--- src/sv/bphr_pkg.sv ---
// ----------------------------------------------------------------------------
// bphr_pkg
// Shared pin map, report codes and request records for the button pad to
// gamepad report block.
// ----------------------------------------------------------------------------
package bphr_pkg;

    localparam int PIN_W = 21;

    // Pin positions in the sampled pin word (active low).
    localparam int PIN_LEFT  = 0;
    localparam int PIN_DOWN  = 1;
    localparam int PIN_GUIDE = 2;
    localparam int PIN_RIGHT = 3;
    localparam int PIN_UP    = 6;
    localparam int PIN_B     = 7;
    localparam int PIN_X     = 8;
    localparam int PIN_Y     = 9;
    localparam int PIN_RT    = 10;
    localparam int PIN_START = 11;
    localparam int PIN_BACK  = 12;
    localparam int PIN_RB    = 13;
    localparam int PIN_LB    = 14;
    localparam int PIN_A     = 19;
    localparam int PIN_LT    = 20;

    localparam logic [PIN_W-1:0] MASK_DIR  = 21'h00004b;
    localparam logic [PIN_W-1:0] MASK_FACE = 21'h080380;
    localparam logic [PIN_W-1:0] MASK_USED = 21'h187fcf;
    localparam logic [PIN_W-1:0] PINS_IDLE = 21'h1fffff;

    // Turbo, guide hold and mode constants.
    localparam int              TURBO_BIT      = 4;
    localparam logic [11:0]     HOLD_MAX       = 12'hfff;
    localparam logic [11:0]     HOLD_THR_RESET = 12'd1000;
    localparam logic [1:0]      MODE_SEND      = 2'd2;

    // Report encodings.
    localparam logic [7:0] AXIS_NEG   = 8'h81;
    localparam logic [7:0] AXIS_POS   = 8'h7f;
    localparam logic [7:0] AXIS_ZERO  = 8'h00;
    localparam logic [7:0] MISC_RESET = 8'hf0;

    localparam logic [3:0] HAT_UP         = 4'd0;
    localparam logic [3:0] HAT_UP_RIGHT   = 4'd1;
    localparam logic [3:0] HAT_RIGHT      = 4'd2;
    localparam logic [3:0] HAT_DOWN_RIGHT = 4'd3;
    localparam logic [3:0] HAT_DOWN       = 4'd4;
    localparam logic [3:0] HAT_DOWN_LEFT  = 4'd5;
    localparam logic [3:0] HAT_LEFT       = 4'd6;
    localparam logic [3:0] HAT_UP_LEFT    = 4'd7;
    localparam logic [3:0] HAT_CENTER     = 4'd15;

    // Request handed from the front end to the report builder.
    typedef struct packed {
        logic [PIN_W-1:0] chg;
        logic [PIN_W-1:0] cooked;
        logic [1:0]       mode;
        logic             mode_adv;
        logic [3:0]       led;
    } cmd_t;

    // One finished result item.
    typedef struct packed {
        logic [7:0] buttons;
        logic [7:0] misc;
        logic [7:0] x;
        logic [7:0] y;
        logic       send;
        logic [1:0] mode;
        logic       mode_adv;
        logic [3:0] led;
    } result_t;

endpackage

--- src/sv/bphr_front.sv ---
// ----------------------------------------------------------------------------
// bphr_front
// Accepts pin samples, detects raw and cooked edges, applies turbo and runs
// the guide button logic (turbo toggles, hold timing, mode and LEDs).
// ----------------------------------------------------------------------------
module bphr_front
(
    input  logic                           clk,
    input  logic                           rst_n,
    input  logic                           accept,
    input  logic [bphr_pkg::PIN_W-1:0]     raw_pins,
    input  logic                           cfg_valid,
    input  logic [11:0]                    cfg_data,
    output bphr_pkg::cmd_t                 cmd
);
    import bphr_pkg::*;

    logic [PIN_W-1:0] prev_raw_reg, prev_raw_next;
    logic [PIN_W-1:0] prev_cooked_reg, prev_cooked_next;
    logic [4:0]       turbo_cnt_reg, turbo_cnt_next;
    logic [3:0]       turbo_en_reg, turbo_en_next;
    logic [11:0]      hold_cnt_reg, hold_cnt_next;
    logic             hold_used_reg, hold_used_next;
    logic [1:0]       mode_reg, mode_next;
    logic [3:0]       led_reg, led_next;
    logic [11:0]      hold_thr_reg;

    logic [PIN_W-1:0] raw_chg;
    logic [PIN_W-1:0] raw_press;
    logic [PIN_W-1:0] raw_rel;
    logic [PIN_W-1:0] turbo_mask;
    logic [PIN_W-1:0] cooked;
    logic [PIN_W-1:0] chg;
    logic             mode_adv;

    // Edge detection and turbo masking.
    always_comb
    begin
        raw_chg   = (prev_raw_reg ^ raw_pins) & MASK_USED;
        raw_press = raw_chg & ~raw_pins;
        raw_rel   = raw_chg & raw_pins;

        turbo_mask = '0;
        if (turbo_cnt_reg[TURBO_BIT])
        begin
            turbo_mask[PIN_A] = turbo_en_reg[0];
            turbo_mask[PIN_B] = turbo_en_reg[1];
            turbo_mask[PIN_X] = turbo_en_reg[2];
            turbo_mask[PIN_Y] = turbo_en_reg[3];
        end
        cooked           = raw_pins | turbo_mask;
        chg              = (prev_cooked_reg ^ cooked) & MASK_USED;
        prev_raw_next    = raw_pins;
        prev_cooked_next = cooked;
        turbo_cnt_next   = turbo_cnt_reg + 5'd1;
    end

    // Guide button: turbo toggles while held, hold timing and mode change.
    always_comb
    begin
        turbo_en_next  = turbo_en_reg;
        hold_cnt_next  = hold_cnt_reg;
        hold_used_next = hold_used_reg;
        mode_next      = mode_reg;
        led_next       = led_reg;
        mode_adv       = 1'b0;

        if (hold_cnt_reg != '0)
        begin
            if (hold_cnt_reg < HOLD_MAX)
            begin
                hold_cnt_next = hold_cnt_reg + 12'd1;
            end
            turbo_en_next = turbo_en_reg ^ {raw_press[PIN_Y], raw_press[PIN_X],
                                            raw_press[PIN_B], raw_press[PIN_A]};
            if (((raw_press & (MASK_DIR | MASK_FACE)) != '0) || ((raw_rel & MASK_DIR) != '0))
            begin
                hold_used_next = 1'b1;
            end
            led_next = turbo_en_next;
        end

        if (chg[PIN_GUIDE])
        begin
            if (!cooked[PIN_GUIDE])
            begin
                hold_cnt_next = 12'd1;
            end
            else
            begin
                if (!hold_used_next && (hold_cnt_next > hold_thr_reg))
                begin
                    case (mode_reg)
                        2'd0:    mode_next = 2'd1;
                        2'd1:    mode_next = 2'd2;
                        2'd2:    mode_next = 2'd0;
                        default: mode_next = 2'd1;
                    endcase
                    mode_adv = 1'b1;
                end
                hold_cnt_next  = '0;
                hold_used_next = 1'b0;
                led_next       = 4'd1 << mode_next;
            end
        end
    end

    // Request to the report builder; face buttons read released under guide.
    always_comb
    begin
        cmd.chg      = chg;
        cmd.cooked   = cooked[PIN_GUIDE] ? cooked : (cooked | MASK_FACE);
        cmd.mode     = mode_next;
        cmd.mode_adv = mode_adv;
        cmd.led      = led_next;
    end

    // State registers, updated once per accepted sample.
    always_ff @(posedge clk or negedge rst_n)
    begin
        if (!rst_n)
        begin
            prev_raw_reg    <= PINS_IDLE;
            prev_cooked_reg <= PINS_IDLE;
            turbo_cnt_reg   <= '0;
            turbo_en_reg    <= '0;
            hold_cnt_reg    <= '0;
            hold_used_reg   <= 1'b0;
            mode_reg        <= '0;
            led_reg         <= 4'b0001;
        end
        else if (accept)
        begin
            prev_raw_reg    <= prev_raw_next;
            prev_cooked_reg <= prev_cooked_next;
            turbo_cnt_reg   <= turbo_cnt_next;
            turbo_en_reg    <= turbo_en_next;
            hold_cnt_reg    <= hold_cnt_next;
            hold_used_reg   <= hold_used_next;
            mode_reg        <= mode_next;
            led_reg         <= led_next;
        end
    end

    // Hold threshold configuration register.
    always_ff @(posedge clk or negedge rst_n)
    begin
        if (!rst_n)
        begin
            hold_thr_reg <= HOLD_THR_RESET;
        end
        else if (cfg_valid)
        begin
            hold_thr_reg <= cfg_data;
        end
    end

endmodule

--- src/sv/bphr_cmd_queue.sv ---
// ----------------------------------------------------------------------------
// bphr_cmd_queue
// Two-entry request queue between the front end and the report builder.
// ----------------------------------------------------------------------------
module bphr_cmd_queue
(
    input  logic           clk,
    input  logic           rst_n,
    input  logic           wr_en,
    input  bphr_pkg::cmd_t wr_data,
    output logic           full,
    input  logic           rd_en,
    output logic           empty,
    output bphr_pkg::cmd_t rd_data
);
    import bphr_pkg::*;

    cmd_t       mem [2];
    logic       wr_ptr_reg, wr_ptr_next;
    logic       rd_ptr_reg, rd_ptr_next;
    logic [1:0] count_reg, count_next;

    assign full    = (count_reg == 2'd2);
    assign empty   = (count_reg == 2'd0);
    assign rd_data = mem[rd_ptr_reg];

    // Pointer and fill count update.
    always_comb
    begin
        wr_ptr_next = wr_en ? ~wr_ptr_reg : wr_ptr_reg;
        rd_ptr_next = rd_en ? ~rd_ptr_reg : rd_ptr_reg;
        count_next  = count_reg + {1'b0, wr_en} - {1'b0, rd_en};
    end

    always_ff @(posedge clk or negedge rst_n)
    begin
        if (!rst_n)
        begin
            wr_ptr_reg <= 1'b0;
            rd_ptr_reg <= 1'b0;
            count_reg  <= '0;
        end
        else
        begin
            wr_ptr_reg <= wr_ptr_next;
            rd_ptr_reg <= rd_ptr_next;
            count_reg  <= count_next;
        end
    end

    // Entry storage.
    always_ff @(posedge clk)
    begin
        if (wr_en)
        begin
            mem[wr_ptr_reg] <= wr_data;
        end
    end

endmodule

--- src/sv/bphr_back.sv ---
// ----------------------------------------------------------------------------
// bphr_back
// Report builder: applies each request to the stored 4-byte report and
// places the finished result in a two-entry output queue.
// ----------------------------------------------------------------------------
module bphr_back
(
    input  logic            clk,
    input  logic            rst_n,
    input  logic            cmd_empty,
    input  bphr_pkg::cmd_t  cmd,
    output logic            cmd_pop,
    input  logic            pop,
    output logic            empty,
    output bphr_pkg::result_t res
);
    import bphr_pkg::*;

    logic [7:0] btn_reg, btn_next;
    logic [7:0] misc_reg, misc_next;
    logic [7:0] x_reg, x_next;
    logic [7:0] y_reg, y_next;

    result_t    out_mem [2];
    result_t    out_item;
    logic       out_wr_ptr_reg;
    logic       out_rd_ptr_reg;
    logic [1:0] out_count_reg, out_count_next;
    logic       out_pop;
    logic [3:0] hat;

    assign cmd_pop = !cmd_empty && (out_count_reg != 2'd2);
    assign empty   = (out_count_reg == 2'd0);
    assign out_pop = pop && !empty;
    assign res     = out_mem[out_rd_ptr_reg];

    // Report update from the changed bits of one request.
    always_comb
    begin
        btn_next  = btn_reg;
        misc_next = misc_reg;
        x_next    = x_reg;
        y_next    = y_reg;
        hat       = misc_reg[7:4];

        if (cmd.chg[PIN_A])     btn_next[0] = !cmd.cooked[PIN_A];
        if (cmd.chg[PIN_B])     btn_next[1] = !cmd.cooked[PIN_B];
        if (cmd.chg[PIN_X])     btn_next[2] = !cmd.cooked[PIN_X];
        if (cmd.chg[PIN_Y])     btn_next[3] = !cmd.cooked[PIN_Y];
        if (cmd.chg[PIN_LT])    btn_next[4] = !cmd.cooked[PIN_LT];
        if (cmd.chg[PIN_RT])    btn_next[5] = !cmd.cooked[PIN_RT];
        if (cmd.chg[PIN_LB])    btn_next[6] = !cmd.cooked[PIN_LB];
        if (cmd.chg[PIN_RB])    btn_next[7] = !cmd.cooked[PIN_RB];
        if (cmd.chg[PIN_START]) misc_next[0] = !cmd.cooked[PIN_START];
        if (cmd.chg[PIN_BACK])  misc_next[1] = !cmd.cooked[PIN_BACK];
        if (cmd.chg[PIN_GUIDE])
        begin
            misc_next[2] = !cmd.cooked[PIN_GUIDE];
            misc_next[3] = 1'b0;
        end

        // Left wins over right, up wins over down.
        if (cmd.chg[PIN_LEFT] || cmd.chg[PIN_RIGHT])
        begin
            if (!cmd.cooked[PIN_LEFT])       x_next = AXIS_NEG;
            else if (!cmd.cooked[PIN_RIGHT]) x_next = AXIS_POS;
            else                             x_next = AXIS_ZERO;
        end
        if (cmd.chg[PIN_UP] || cmd.chg[PIN_DOWN])
        begin
            if (!cmd.cooked[PIN_UP])         y_next = AXIS_NEG;
            else if (!cmd.cooked[PIN_DOWN])  y_next = AXIS_POS;
            else                             y_next = AXIS_ZERO;
        end

        // Hat code from the updated axes.
        if (cmd.chg != '0)
        begin
            if (x_next == AXIS_NEG)
            begin
                hat = (y_next == AXIS_NEG) ? HAT_UP_LEFT :
                      (y_next == AXIS_ZERO) ? HAT_LEFT : HAT_DOWN_LEFT;
            end
            else if (x_next == AXIS_ZERO)
            begin
                hat = (y_next == AXIS_NEG) ? HAT_UP :
                      (y_next == AXIS_ZERO) ? HAT_CENTER : HAT_DOWN;
            end
            else
            begin
                hat = (y_next == AXIS_NEG) ? HAT_UP_RIGHT :
                      (y_next == AXIS_ZERO) ? HAT_RIGHT : HAT_DOWN_RIGHT;
            end
        end
        misc_next[7:4] = hat;

        out_item.buttons  = btn_next;
        out_item.misc     = misc_next;
        out_item.x        = x_next;
        out_item.y        = y_next;
        out_item.send     = (cmd.chg != '0) && (cmd.mode == MODE_SEND);
        out_item.mode     = cmd.mode;
        out_item.mode_adv = cmd.mode_adv;
        out_item.led      = cmd.led;
    end

    // Stored report, advanced once per processed request.
    always_ff @(posedge clk or negedge rst_n)
    begin
        if (!rst_n)
        begin
            btn_reg  <= '0;
            misc_reg <= MISC_RESET;
            x_reg    <= AXIS_ZERO;
            y_reg    <= AXIS_ZERO;
        end
        else if (cmd_pop)
        begin
            btn_reg  <= btn_next;
            misc_reg <= misc_next;
            x_reg    <= x_next;
            y_reg    <= y_next;
        end
    end

    // Output queue control.
    assign out_count_next = out_count_reg + {1'b0, cmd_pop} - {1'b0, out_pop};

    always_ff @(posedge clk or negedge rst_n)
    begin
        if (!rst_n)
        begin
            out_wr_ptr_reg <= 1'b0;
            out_rd_ptr_reg <= 1'b0;
            out_count_reg  <= '0;
        end
        else
        begin
            if (cmd_pop)
            begin
                out_wr_ptr_reg <= ~out_wr_ptr_reg;
            end
            if (out_pop)
            begin
                out_rd_ptr_reg <= ~out_rd_ptr_reg;
            end
            out_count_reg <= out_count_next;
        end
    end

    // Output queue storage.
    always_ff @(posedge clk)
    begin
        if (cmd_pop)
        begin
            out_mem[out_wr_ptr_reg] <= out_item;
        end
    end

endmodule

--- src/sv/button_pad_to_hid_report.sv ---
// ----------------------------------------------------------------------------
// button_pad_to_hid_report
// Turns 21 active-low button pin samples into a 4-byte gamepad report with
// turbo, guide-button turbo toggles and a long-hold mode selector.
// ----------------------------------------------------------------------------
// Flow: an accepted sample goes into the request queue, the report builder
//   moves its result into the output queue, and it is then on the result ports.
// Throughput: one sample per cycle, sustained while pop keeps up; the
//   two-entry request queue and two-entry output queue absorb stalls.
// Reset: asynchronous, active low; the report reads 00 f0 00 00, mode 0,
//   LED 0 lit, hold threshold 1000, both queues empty.
// ----------------------------------------------------------------------------
module button_pad_to_hid_report
(
    input  logic                       clk,
    input  logic                       rst_n,
    input  logic                       push,
    output logic                       full,
    input  logic [bphr_pkg::PIN_W-1:0] raw_pins,
    output logic                       empty,
    input  logic                       pop,
    output logic [7:0]                 report_buttons,
    output logic [7:0]                 report_misc,
    output logic signed [7:0]          report_x,
    output logic signed [7:0]          report_y,
    output logic                       report_send,
    output logic [1:0]                 cur_mode_out,
    output logic                       mode_advanced,
    output logic [3:0]                 led_bits,
    input  logic                       cfg_valid,
    output logic                       cfg_ready,
    input  logic [11:0]                cfg_data
);
    import bphr_pkg::*;

    logic    accept;
    cmd_t    front_cmd;
    cmd_t    queue_cmd;
    logic    queue_empty;
    logic    queue_pop;
    result_t res;

    assign accept    = push && !full;
    assign cfg_ready = 1'b1;

    // Edge, turbo and guide handling.
    bphr_front u_front
    (
        .clk       (clk),
        .rst_n     (rst_n),
        .accept    (accept),
        .raw_pins  (raw_pins),
        .cfg_valid (cfg_valid),
        .cfg_data  (cfg_data),
        .cmd       (front_cmd)
    );

    // Request queue between front end and report builder.
    bphr_cmd_queue u_queue
    (
        .clk     (clk),
        .rst_n   (rst_n),
        .wr_en   (accept),
        .wr_data (front_cmd),
        .full    (full),
        .rd_en   (queue_pop),
        .empty   (queue_empty),
        .rd_data (queue_cmd)
    );

    // Report builder and output queue.
    bphr_back u_back
    (
        .clk       (clk),
        .rst_n     (rst_n),
        .cmd_empty (queue_empty),
        .cmd       (queue_cmd),
        .cmd_pop   (queue_pop),
        .pop       (pop),
        .empty     (empty),
        .res       (res)
    );

    // Result fields.
    assign report_buttons = res.buttons;
    assign report_misc    = res.misc;
    assign report_x       = res.x;
    assign report_y       = res.y;
    assign report_send    = res.send;
    assign cur_mode_out   = res.mode;
    assign mode_advanced  = res.mode_adv;
    assign led_bits       = res.led;

endmodule
--- config.mk ---
export PLATFORM = sky130hd
export DESIGN_NAME = button_pad_to_hid_report
export DESIGN_NICKNAME = d
export VERILOG_FILES = /design/src/sv/bphr_pkg.sv /design/src/sv/bphr_front.sv /design/src/sv/bphr_cmd_queue.sv /design/src/sv/bphr_back.sv /design/src/sv/button_pad_to_hid_report.sv
export SDC_FILE = /design/constraint.sdc
export NUM_CORES = 1
export LEC_CHECK = 0
export ABC_AREA = 1
export BUFFER_PORTS_ARGS = -buffer_cell sky130_fd_sc_hd__buf_4
export CAP_MARGIN = 20
export CORE_MARGIN = 2
export CORE_UTILIZATION = 65
export DETAILED_ROUTE_END_ITERATION = 8
export PLACE_DENSITY = 0.84
export REMOVE_ABC_BUFFERS = 1
export SETUP_SLACK_MARGIN = 0.4
export SYNTH_ARGS = -nofsm -noshare
export SYNTH_HDL_FRONTEND = slang
export SYNTH_HIERARCHICAL = 1
export SYNTH_SLANG_ARGS = --single-unit
--- constraint.sdc ---
create_clock -name clk -period 8.4 [get_ports clk]
set_input_delay 0.42 -clock clk [delete_from_list [all_inputs] [get_ports clk]]
set_output_delay 0.42 -clock clk [all_outputs]
set_load 0.02 [all_outputs]
# Word level (Yosys, flattened, before mapping)
# Memories as Yosys holds them, arrays and structs flattened.
# Index checks and enable logic that the tools add are counted.
[totals]
regBits = 121
mem_bits_rw = 166
elab_cells = 133
n_memories = 2
[op_classes]
add_sub_neg = 6
order_cmp = 2
n_eq_ne = 7
shift = 1
n_mux = 53
n_bitwise = 11
n_reduce_logical = 32
[mem_list]
columns = ["memory", "depth", "width", "read_ports", "rd_ports_with_merged_regs", "write_ports", "line", "source"]
rows = [
  ["u_queue.mem", 2, 43, 1, 0, 1, "bphr_cmd_queue.sv:18", "cmd_t mem [2];"],
  ["u_back.out_mem", 2, 40, 1, 0, 1, "bphr_back.sv:24", "result_t out_mem [2];"],
]
[op_table]
columns = ["operator", "count"]
rows = [
  ["$reduce_bool A21 Y1", 3],
  ["$mux W4", 10],
  ["$mux W12", 3],
  ["$mux W8", 4],
  ["$mux W1", 24],
  ["$or A21 B20 Y21", 1],
  ["$xor A21 B21 Y21", 1],
  ["$and A20 B20 Y20", 1],
  ["$mux W20", 1],
  ["$not A20 Y20", 1],
  ["$xor A20 B20 Y20", 1],
  ["$eq A8 B8 Y1 const B", 2],
  ["$logic_not A8 Y1", 2],
  ["$logic_not A1 Y1", 15],
  ["$mux W2", 7],
  ["$mux W7", 2],
  ["$add A12 B1 Y12 const B", 1],
  ["$gt A12 B12 Y1", 1],
  ["$lt A12 B12 Y1 const B", 1],
  ["$reduce_bool A12 Y1", 1],
  ["$and A7 B7 Y7", 1],
  ["$eq A2 B2 Y1 const B", 3],
  ["$add A5 B1 Y5 const B", 1],
  ["$logic_and A1 B1 Y1", 5],
  ["12 further kinds", 20],
]

# Logic depth before layout (Yosys ltp)
# Gate-level depths: netlist of run 1.
[depth]
depth_word = 14
mapped_depth = 26

# Cells and area by module
# Netlist of run 1, hierarchy kept.
[by_module_without_submodules]
columns = ["module", "instances", "cells_per_inst", "area_each_um2"]
rows = [
  ["bphr_back", 1, 497, 4963.5],
  ["bphr_cmd_queue", 1, 281, 3921.3],
  ["bphr_front", 1, 466, 3708.6],
  ["button_pad_to_hid_report", 1, 4, 21.3],
]

# Worst setup path after synthesis of run 1
# Ideal clock, no wire load.
[synth_path]
kind = "register to register"
startpoint = "register u_queue.count_reg[1]"
endpoint = "memory u_queue/mem[0][0] (netlist name) (enable)"
setup_time_ns = 0.456
arrival_time_ns = 2.921
setup_slack_ns = 5.023
path_stages_with_launch = 6
path_buffers = 0
path_cell_list = "dfrtp_1 inv_1 nor2_1 nor2_2 inv_1 nor2_1"
[synth_via]
elab_chain_len = 5
[synth_lines]
columns = ["element", "line", "source"]
rows = [
  ["start: declaration", "bphr_cmd_queue.sv:21", "logic [1:0] count_reg, count_next;"],
  ["start signal: assignment", "bphr_cmd_queue.sv:47", "count_reg <= count_next;"],
  ["$eq A2 B2 Y1", "bphr_cmd_queue.sv:23", "assign full = (count_reg == 2'd2);"],
  ["named net full", "button_pad_to_hid_report.sv:18", "output logic full,"],
  ["$logic_not A1 Y1", "button_pad_to_hid_report.sv:43", "assign accept = push && !full;"],
  ["$logic_and A1 B1 Y1", "button_pad_to_hid_report.sv:43", ""],
  ["named net accept", "button_pad_to_hid_report.sv:36", "logic accept;"],
  ["$mux W1", "bphr_cmd_queue.sv:54", "if (wr_en)"],
  ["$mux W1 (implied by the code)", "bphr_cmd_queue.sv:56", "mem[wr_ptr_reg] <= wr_data;"],
  ["end: declaration", "bphr_cmd_queue.sv:18", ""],
]
# The timed path passes the listed nets, and every way through them passes these cells.

==> metrics.md, run 1 <==
| Metric | Value |
|---|---|
| Die Ht | 141 um |
| Top Layer Used | met4 |
| GP Congestion | 0.915 |
| CTS Root Cell | clkbuf_16 |
| Fin. Hold Viols | 0 |
| Maximum capacitance violations | 0 |
| Unrepaired setup endpoints after global routing | false |
| Via density | 5.34 |
| TritonCTS clock tree | built |
| Final HPWL DP | 14600 um |
| Largest net degree at the start of global routing | 64 |
| Core Region | 18100 um^2 |
| Initial core utilization | 66.9% |
| Reg clk slew, reported paths | 0.06 ns |
| Power per cell area | 427 nW/um^2 |
| Final wirelength | 23300 um |
| Overall global routing resource usage | 24.2% |
| Startpoint Class | register |
| P&R area growth vs syn | 12.7% |
| DRT Pass-1 Iters | 5 |
| Hold buffers post-CTS | 1 |
| Post-route minimum period | 3.45 ns |
| Slew Limit Fails | 0 |
| Worst Path Max Fanout | 6 |
| # rows | 49 |
| Wire per inst | 15.3 um |
| Starting DRT DRC Count | 689 |
| GRT overflow | 0 |
| Vias in the first global route | 8217 |
| Most used cell, CP | nor2_1 |
| Sink Count | 265 |
| Worst setup EP type | register |
| Leak | 0.00627 uW |
| Required @ worst endpoint | 8.68 ns |
| Pre-CTS setup slack | 4.99 ns |
| Synth Instances | 1212 |
| Final Cycle Share | 41.1% |
| TNS Setup | 0 ns |
| Final Non-Filler Cells | 1526 |
| H-tree depth | 1 |
| Syn_area_per_cell | 10.0 um^2 |
| Max-slew headroom | 44.4% |
| Worst-Skew Late Latency | 0.53 ns |
| Final WS setup | 4.95 ns |
| Largest stage delay on the critical path | 0.42 ns |
| CP cell instances | nand3_1 > nor3_1 > nand4_1 > nor2_1 > xor2_1 > and2_1 > inv_1 > ha_1 > a21o_1 > nor2_1 > nand2_1 > nor2_1 > o21ai_1 > nand2_2 > nand2_4 > inv_2 > nor2_1 |
| Slowest-stage cell, CP | nor2_1 |
| Postcts setup bufs | 0 |
| Worst VDD drop | 0.000209 V |
| Number of port buffers | 73 |
| Reg-to-reg slack, setup | 4.95 ns |
| Worst slew pin tran | 0.833 ns |
| Synth warn | 6 |
| Die area | 19800 um^2 |
| Layout cells sized above 1 | 17.9% |
| Filler cells | 1154 |
| Final setup vio count | 0 |
| Max Freq | 289 MHz |
| Initial antenna violation count | 0 |
| Crit path kind | reg -> reg |
| Num CTS Buffers | 27 |
| DRC | 0 |
| Post-Synthesis Cell Area | 12100 um^2 |
| Overall via count from detail_route | 8142 |
| Nets | 1342 |
| Dpl cells | 1475 |
| Cell family with most CP delay | simple AND/OR/NAND/NOR gates |
| Met1 WL | 9160 um |
| DIE WIDTH | 141 um |
| Clock Tree Buf Depth | 3 |
| Antenna Nets Post-Route | 0 |
| Hold crit path type | in -> reg |
| Ant diodes | 0 |
| Status | complete, no violations |
| I/O pin count | 81 |
| Largest register FFs | 86 |
| Clock Skew | 0.0126 ns |
| First-pass GRT wire length | 38500 um |
| Worst path bufs/invs | 2 |
| Critical path arrival | 3.74 ns |
| Met3 Wirelength | 1240 um |
| Detail Route met2 WL | 12300 um |
| Cells resized by post-CTS repair | 0 |
[cells in the final DEF (no fill, tap or decap), types with 2 or more instances in the layout]
master,count
nand2_1,392
nor3_1,3
nand2_2,20
buf_4,83
nand3b_1,2
o21ai_2,13
clkbuf_8,3
conb_1,7
dfstp_2,30
clkbuf_16,27
bufinv_16,3
nand3_1,18
o21ai_0,88
inv_1,136
and2_1,2
or2_1,3
nor3_4,2
dfrtp_1,68
nand4_1,6
clkinv_1,4
clkinv_2,5
edfxtp_1,166
inv_2,12
xor2_1,23
nor2_2,8
o21ai_1,8
nor2_1,59
xnor2_1,8
clkbuf_1,9
nand2_4,8
nor2_4,7
a31oi_1,10
ha_1,28
o22ai_1,4
a21oi_1,17
[final timing paths]
| path | end | cells past startpoint | from |
|---|---|---|---|
| max | u_queue/mem[1][0]$_DFFE_PP_ | 17 | u_front/hold_cnt_reg[0]$_DFFE_PN0P_ |
| min | u_front/hold_thr_reg[2]$_DFFE_PN0P_ | 3 | cfg_data[2] |
| max reg2reg | u_queue/mem[1][0]$_DFFE_PP_ | 17 | u_front/hold_cnt_reg[0]$_DFFE_PN0P_ |
| min reg2reg | u_back/misc_reg[4]$_DFFE_PN1P_ | 2 | u_back/misc_reg[4]$_DFFE_PN1P_ |
| max in group asynchronous | u_queue/rd_ptr_reg$_DFFE_PN0P_ | 3 | rst_n |
| min in group asynchronous | u_front/led_reg[3]$_DFFE_PN0P_ | 2 | rst_n |
[per-stage QoR]
step / area, um^2 / util, % / power [uW] / hold WS [ns]
after global placement: 12800 / 70.3 / 4470 / 0.409
after global routing: 13700 / 75.3 / 6220 / 0.0859
after CTS: 13700 / 75.3 / 5860 / 0.0877
after floorplan: 11800 / - / 3860 / 0.124
after detailed placement: 12800 / 70.4 / 4630 / 0.416
final: 13700 / 75.3 / 5840 / 0.105
[power by group]
group / leakage, uW / internal (uW) / switching [uW]
sequential: 0.00273 / 2130 / 210
combinational: 0.00311 / 738 / 1570
clock: 0.000433 / 712 / 475
total: 0.00627 / 3580 / 2260
[layer usage]
metal | GRT usage, % | vias to the layer above
li1 | - | 4003
met1 | 29.3 | 3809
met2 | 44.5 | 269
met3 | 3.23 | 61
met4 | 8.74 | 0
met5 | 0 | -
[worst min-delay path, stage by stage]
cell and delay (ns):
buf_4 0.07, nand2_1 0.04, o21ai_0 0.06
[cell type report]
type / instances / area [um^2] / area share (%)
clock inverter: 11 / 135 / 0.989
timing repair buffer: 85 / 653 / 4.78
multi-input combinational: 746 / 3780 / 27.6
clock buffer: 39 / 751 / 5.49
sequential: 265 / 7500 / 54.9
tap: 229 / 287 / 2.10
inverter: 151 / 567 / 4.15
Power figures use the tool's default switching activity.
==> inputs of run 2 (changes only) <==
--- a/config.mk
+++ b/config.mk
@@ -9,9 +9,9 @@
 export BUFFER_PORTS_ARGS = -buffer_cell sky130_fd_sc_hd__buf_4
 export CAP_MARGIN = 20
 export CORE_MARGIN = 2
-export CORE_UTILIZATION = 65
+export CORE_UTILIZATION = 61
 export DETAILED_ROUTE_END_ITERATION = 8
-export PLACE_DENSITY = 0.84
+export PLACE_DENSITY = 0.79
 export REMOVE_ABC_BUFFERS = 1
 export SETUP_SLACK_MARGIN = 0.4
 export SYNTH_ARGS = -nofsm -noshare
==> constraint.sdc (replaced) <==
create_clock -name clk -period 3.3 [get_ports clk]
set_input_delay 0.165 -clock clk [delete_from_list [all_inputs] [get_ports clk]]
set_output_delay 0.165 -clock clk [all_outputs]
set_load 0.02 [all_outputs]
==> metrics.md, run 2 (same netlist as run 1, synthesis figures left out) <==
| Metric | Value |
|---|---|
| Core Region | 19500 um^2 (was 18100 um^2) |
| Number of port buffers | 73 (unchanged) |
| Critical path arrival | 3.37 ns (was 3.74 ns) |
| Commonest cells after routing, fill and taps aside | nand2_1, edfxtp_1, inv_1 (unchanged) |
| Nets | 1412 (was 1342) |
| Largest register FFs | 86 (unchanged) |
| Clock Skew | 0.0243 ns (was 0.0126 ns) |
| Switching share of power | 38.5% (was 38.7%) |
| Layout cells sized above 1 | 21.3% (was 17.9%) |
| Unrepaired setup endpoints after global routing | true (was false) |
| GRT overflow | 0 (unchanged) |
| Worst-Skew Late Latency | 0.54 ns (was 0.53 ns) |
| Vias in the first global route | 8203 (was 8217) |
| Die area | 21000 um^2 (was 19800 um^2) |
| Dpl cell area | 12900 um^2 (was 12800 um^2) |
| Num CTS Buffers | 26 (was 27) |
| Slew Limit Fails | 0 (unchanged) |
| Required @ worst endpoint | 3.55 ns (was 8.68 ns) |
| Clock Tree Buf Depth | 3 (unchanged) |
| Power per cell area | 1020 nW/um^2 (was 427 nW/um^2) |
| Hold depth | 2 (was 3) |
| DRT Pass-1 Iters | 5 (unchanged) |
| Final setup vio count | 0 (unchanged) |
| Starting DRT DRC Count | 601 (was 689) |
| Tot Pwr | 14900 uW (was 5840 uW) |
| Switching power | 5750 uW (was 2260 uW) |
| Die Ht | 145 um (was 141 um) |
| Share of total power in sequential cells | 39.8% (was 40.1%) |
| Wire per inst | 14.7 um (was 15.3 um) |
| P&R area growth vs syn | 20.0% (was 12.7%) |
| Design Area, Final | 14600 um^2 (was 13700 um^2) |
| Commonest non-fill, non-tap cell in the layout | nand2_1 (unchanged) |
| Crit path kind | reg -> reg (unchanged) |
| Worst setup EP type | register (unchanged) |
| I/O pin count | 81 (unchanged) |
| DRC | 0 (unchanged) |
| Overall via count from detail_route | 8448 (was 8142) |
| Post-route minimum period | 3.12 ns (was 3.45 ns) |
| Initial core utilization | 62.3% (was 66.9%) |
| Max Freq | 321 MHz (was 289 MHz) |
| Largest net degree at the start of global routing | 54 (was 64) |
| Worst Path Max Fanout | 6 (unchanged) |
| GP Congestion | 0.855 (was 0.915) |
| Final Non-Filler Cells | 1631 (was 1526) |
| Pre-CTS setup slack | -0.0264 ns (was 4.99 ns) |
| Max-slew headroom | 52.3% (was 44.4%) |
| Final Cycle Share | 94.5% (was 41.1%) |
| Worst slew pin tran | 0.716 ns (was 0.833 ns) |
| Fin. Hold Viols | 0 (unchanged) |
| Ant diodes | 0 (unchanged) |
| First-pass GRT wire length | 38900 um (was 38500 um) |
| Combinational share of power | 40.8% (was 39.6%) |
| Reg2Reg Depth | 21 (was 17) |
| TNS Setup | 0 ns (unchanged) |
| Final WS setup | 0.183 ns (was 4.95 ns) |
| Sink Count | 265 (unchanged) |
| Startpoint Class | register (unchanged) |
| Antenna Nets Post-Route | 0 (unchanged) |
| Final HPWL DP | 14600 um (about the same) |
| Final wirelength | 23900 um (was 23300 um) |
| Clock power share | 19.3% (was 20.3%) |
| Leak | 0.00658 uW (was 0.00627 uW) |
| Worst VDD drop | 0.000524 V (was 0.000209 V) |
| Overall global routing resource usage | 22.6% (was 24.2%) |
| H-tree depth | 1 (unchanged) |
| Hold crit path type | in -> reg (unchanged) |
| Initial antenna violation count | 0 (unchanged) |
| TritonCTS clock tree | built (unchanged) |
| DIE WIDTH | 145 um (was 141 um) |
| Maximum capacitance violations | 0 (unchanged) |
| Reg clk slew, reported paths | 0.07 ns (was 0.06 ns) |
| Status | complete, no violations (unchanged) |
| Power Internal | 9180 uW (was 3580 uW) |
| Dpl cells | 1516 (was 1475) |
| # rows | 51 (was 49) |
| Via density | 5.18 (was 5.34) |
| CTS Root Cell | clkbuf_16 (unchanged) |
==> run 2: cell types whose count changed in the layout (fill, tap and decap cells not counted), sizes merged <==
cell	delta
inv	-1
buf	+21
bufinv	-1
clkbuf	-1
dlygate4sd3	+50
clkinv	+1
==> run 2: timing repair <==
action / in CTS / in global routing
hold buffers: 51 / 0
setup endpoints to repair: 20 / 20
hold endpoints to repair: 103 / 0
buffers inserted: 13 / 3
pin swaps: 9 / 14
resized for setup: 14 / 35
==> run 2: area by class of cell <==
cell class	count	area, um^2
sequential	265	7500
tap	265	332
inverter	151	569
multi-input combinational	746	3980
timing repair buffer	156	1340
clock inverter	10	111
clock buffer	38	736
fill	1230	4900
==> run 2: worst paths after layout <==
path                                                        endpoint                                start  slack (ns)
worst min register to register        u_back/misc_reg[4]$_DFFE_PN1P_       u_back/misc_reg[4]$_DFFE_PN1P_        0.47
worst min-delay path             u_front/hold_thr_reg[0]$_DFFE_PN0P_                            cfg_valid        0.06
worst max register to register           u_queue/mem[1][2]$_DFFE_PP_  u_front/hold_cnt_reg[1]$_DFFE_PN0P_        0.18
min in group asynchronous       u_front/turbo_cnt_reg[1]$_DFFE_PN0P_                                rst_n        0.23
max in group asynchronous             u_back/misc_reg[6]$_DFFE_PN1P_                                rst_n        2.31
worst max-delay path                     u_queue/mem[1][2]$_DFFE_PP_  u_front/hold_cnt_reg[1]$_DFFE_PN0P_        0.18
==> run 2: per-layer routing <==
layer	up-vias	GRT usage, %	wire [um]
met4	0	7.77	592
met5	-	0	0
met3	45	3.14	1110
li1	4141	-	-
met2	215	41.2	12600
met1	4047	27.7	9620
==> run 2: critical path, cell delays in order, from the launching register on <==
cell and delay [ns]:
dfrtp_1 0.40, ha_2 0.20, inv_2 0.05, nor3_4 0.13
nand2_2 0.10, nor3_4 0.18, nand2_2 0.12, nand2_4 0.13
nor2_2 0.04, xor2_1 0.22, inv_1 0.08, ha_1 0.28
nand2_1 0.06, inv_2 0.07, nand3_2 0.05, or2_4 0.26
nand3_4 0.09, nor2_4 0.05, nand2_2 0.06, nand2_2 0.08
nand2_4 0.11, o21ai_1 0.08
==> run 2: power by group through the flow <==
stage / clock, uW / sequential [uW] / combinational [uW]
2_1_floorplan: 0 / 6020 / 3810
3_3_place_gp: 0 / 5930 / 5590
3_5_place_dp: 0 / 5990 / 5830
4_1_cts: 2940 / 5930 / 5980
5_1_grt: 3080 / 6080 / 6780
6_report: 2890 / 5940 / 6100
==> run 2: through the flow <==
step	hold WS, ns	utilization [%]
2_1_floorplan	-0.131	-
3_3_place_gp	0.258	66.2
3_5_place_dp	0.251	66.2
4_1_cts	0.0337	73.9
5_1_grt	0.0835	74.8
6_report	0.0641	74.8
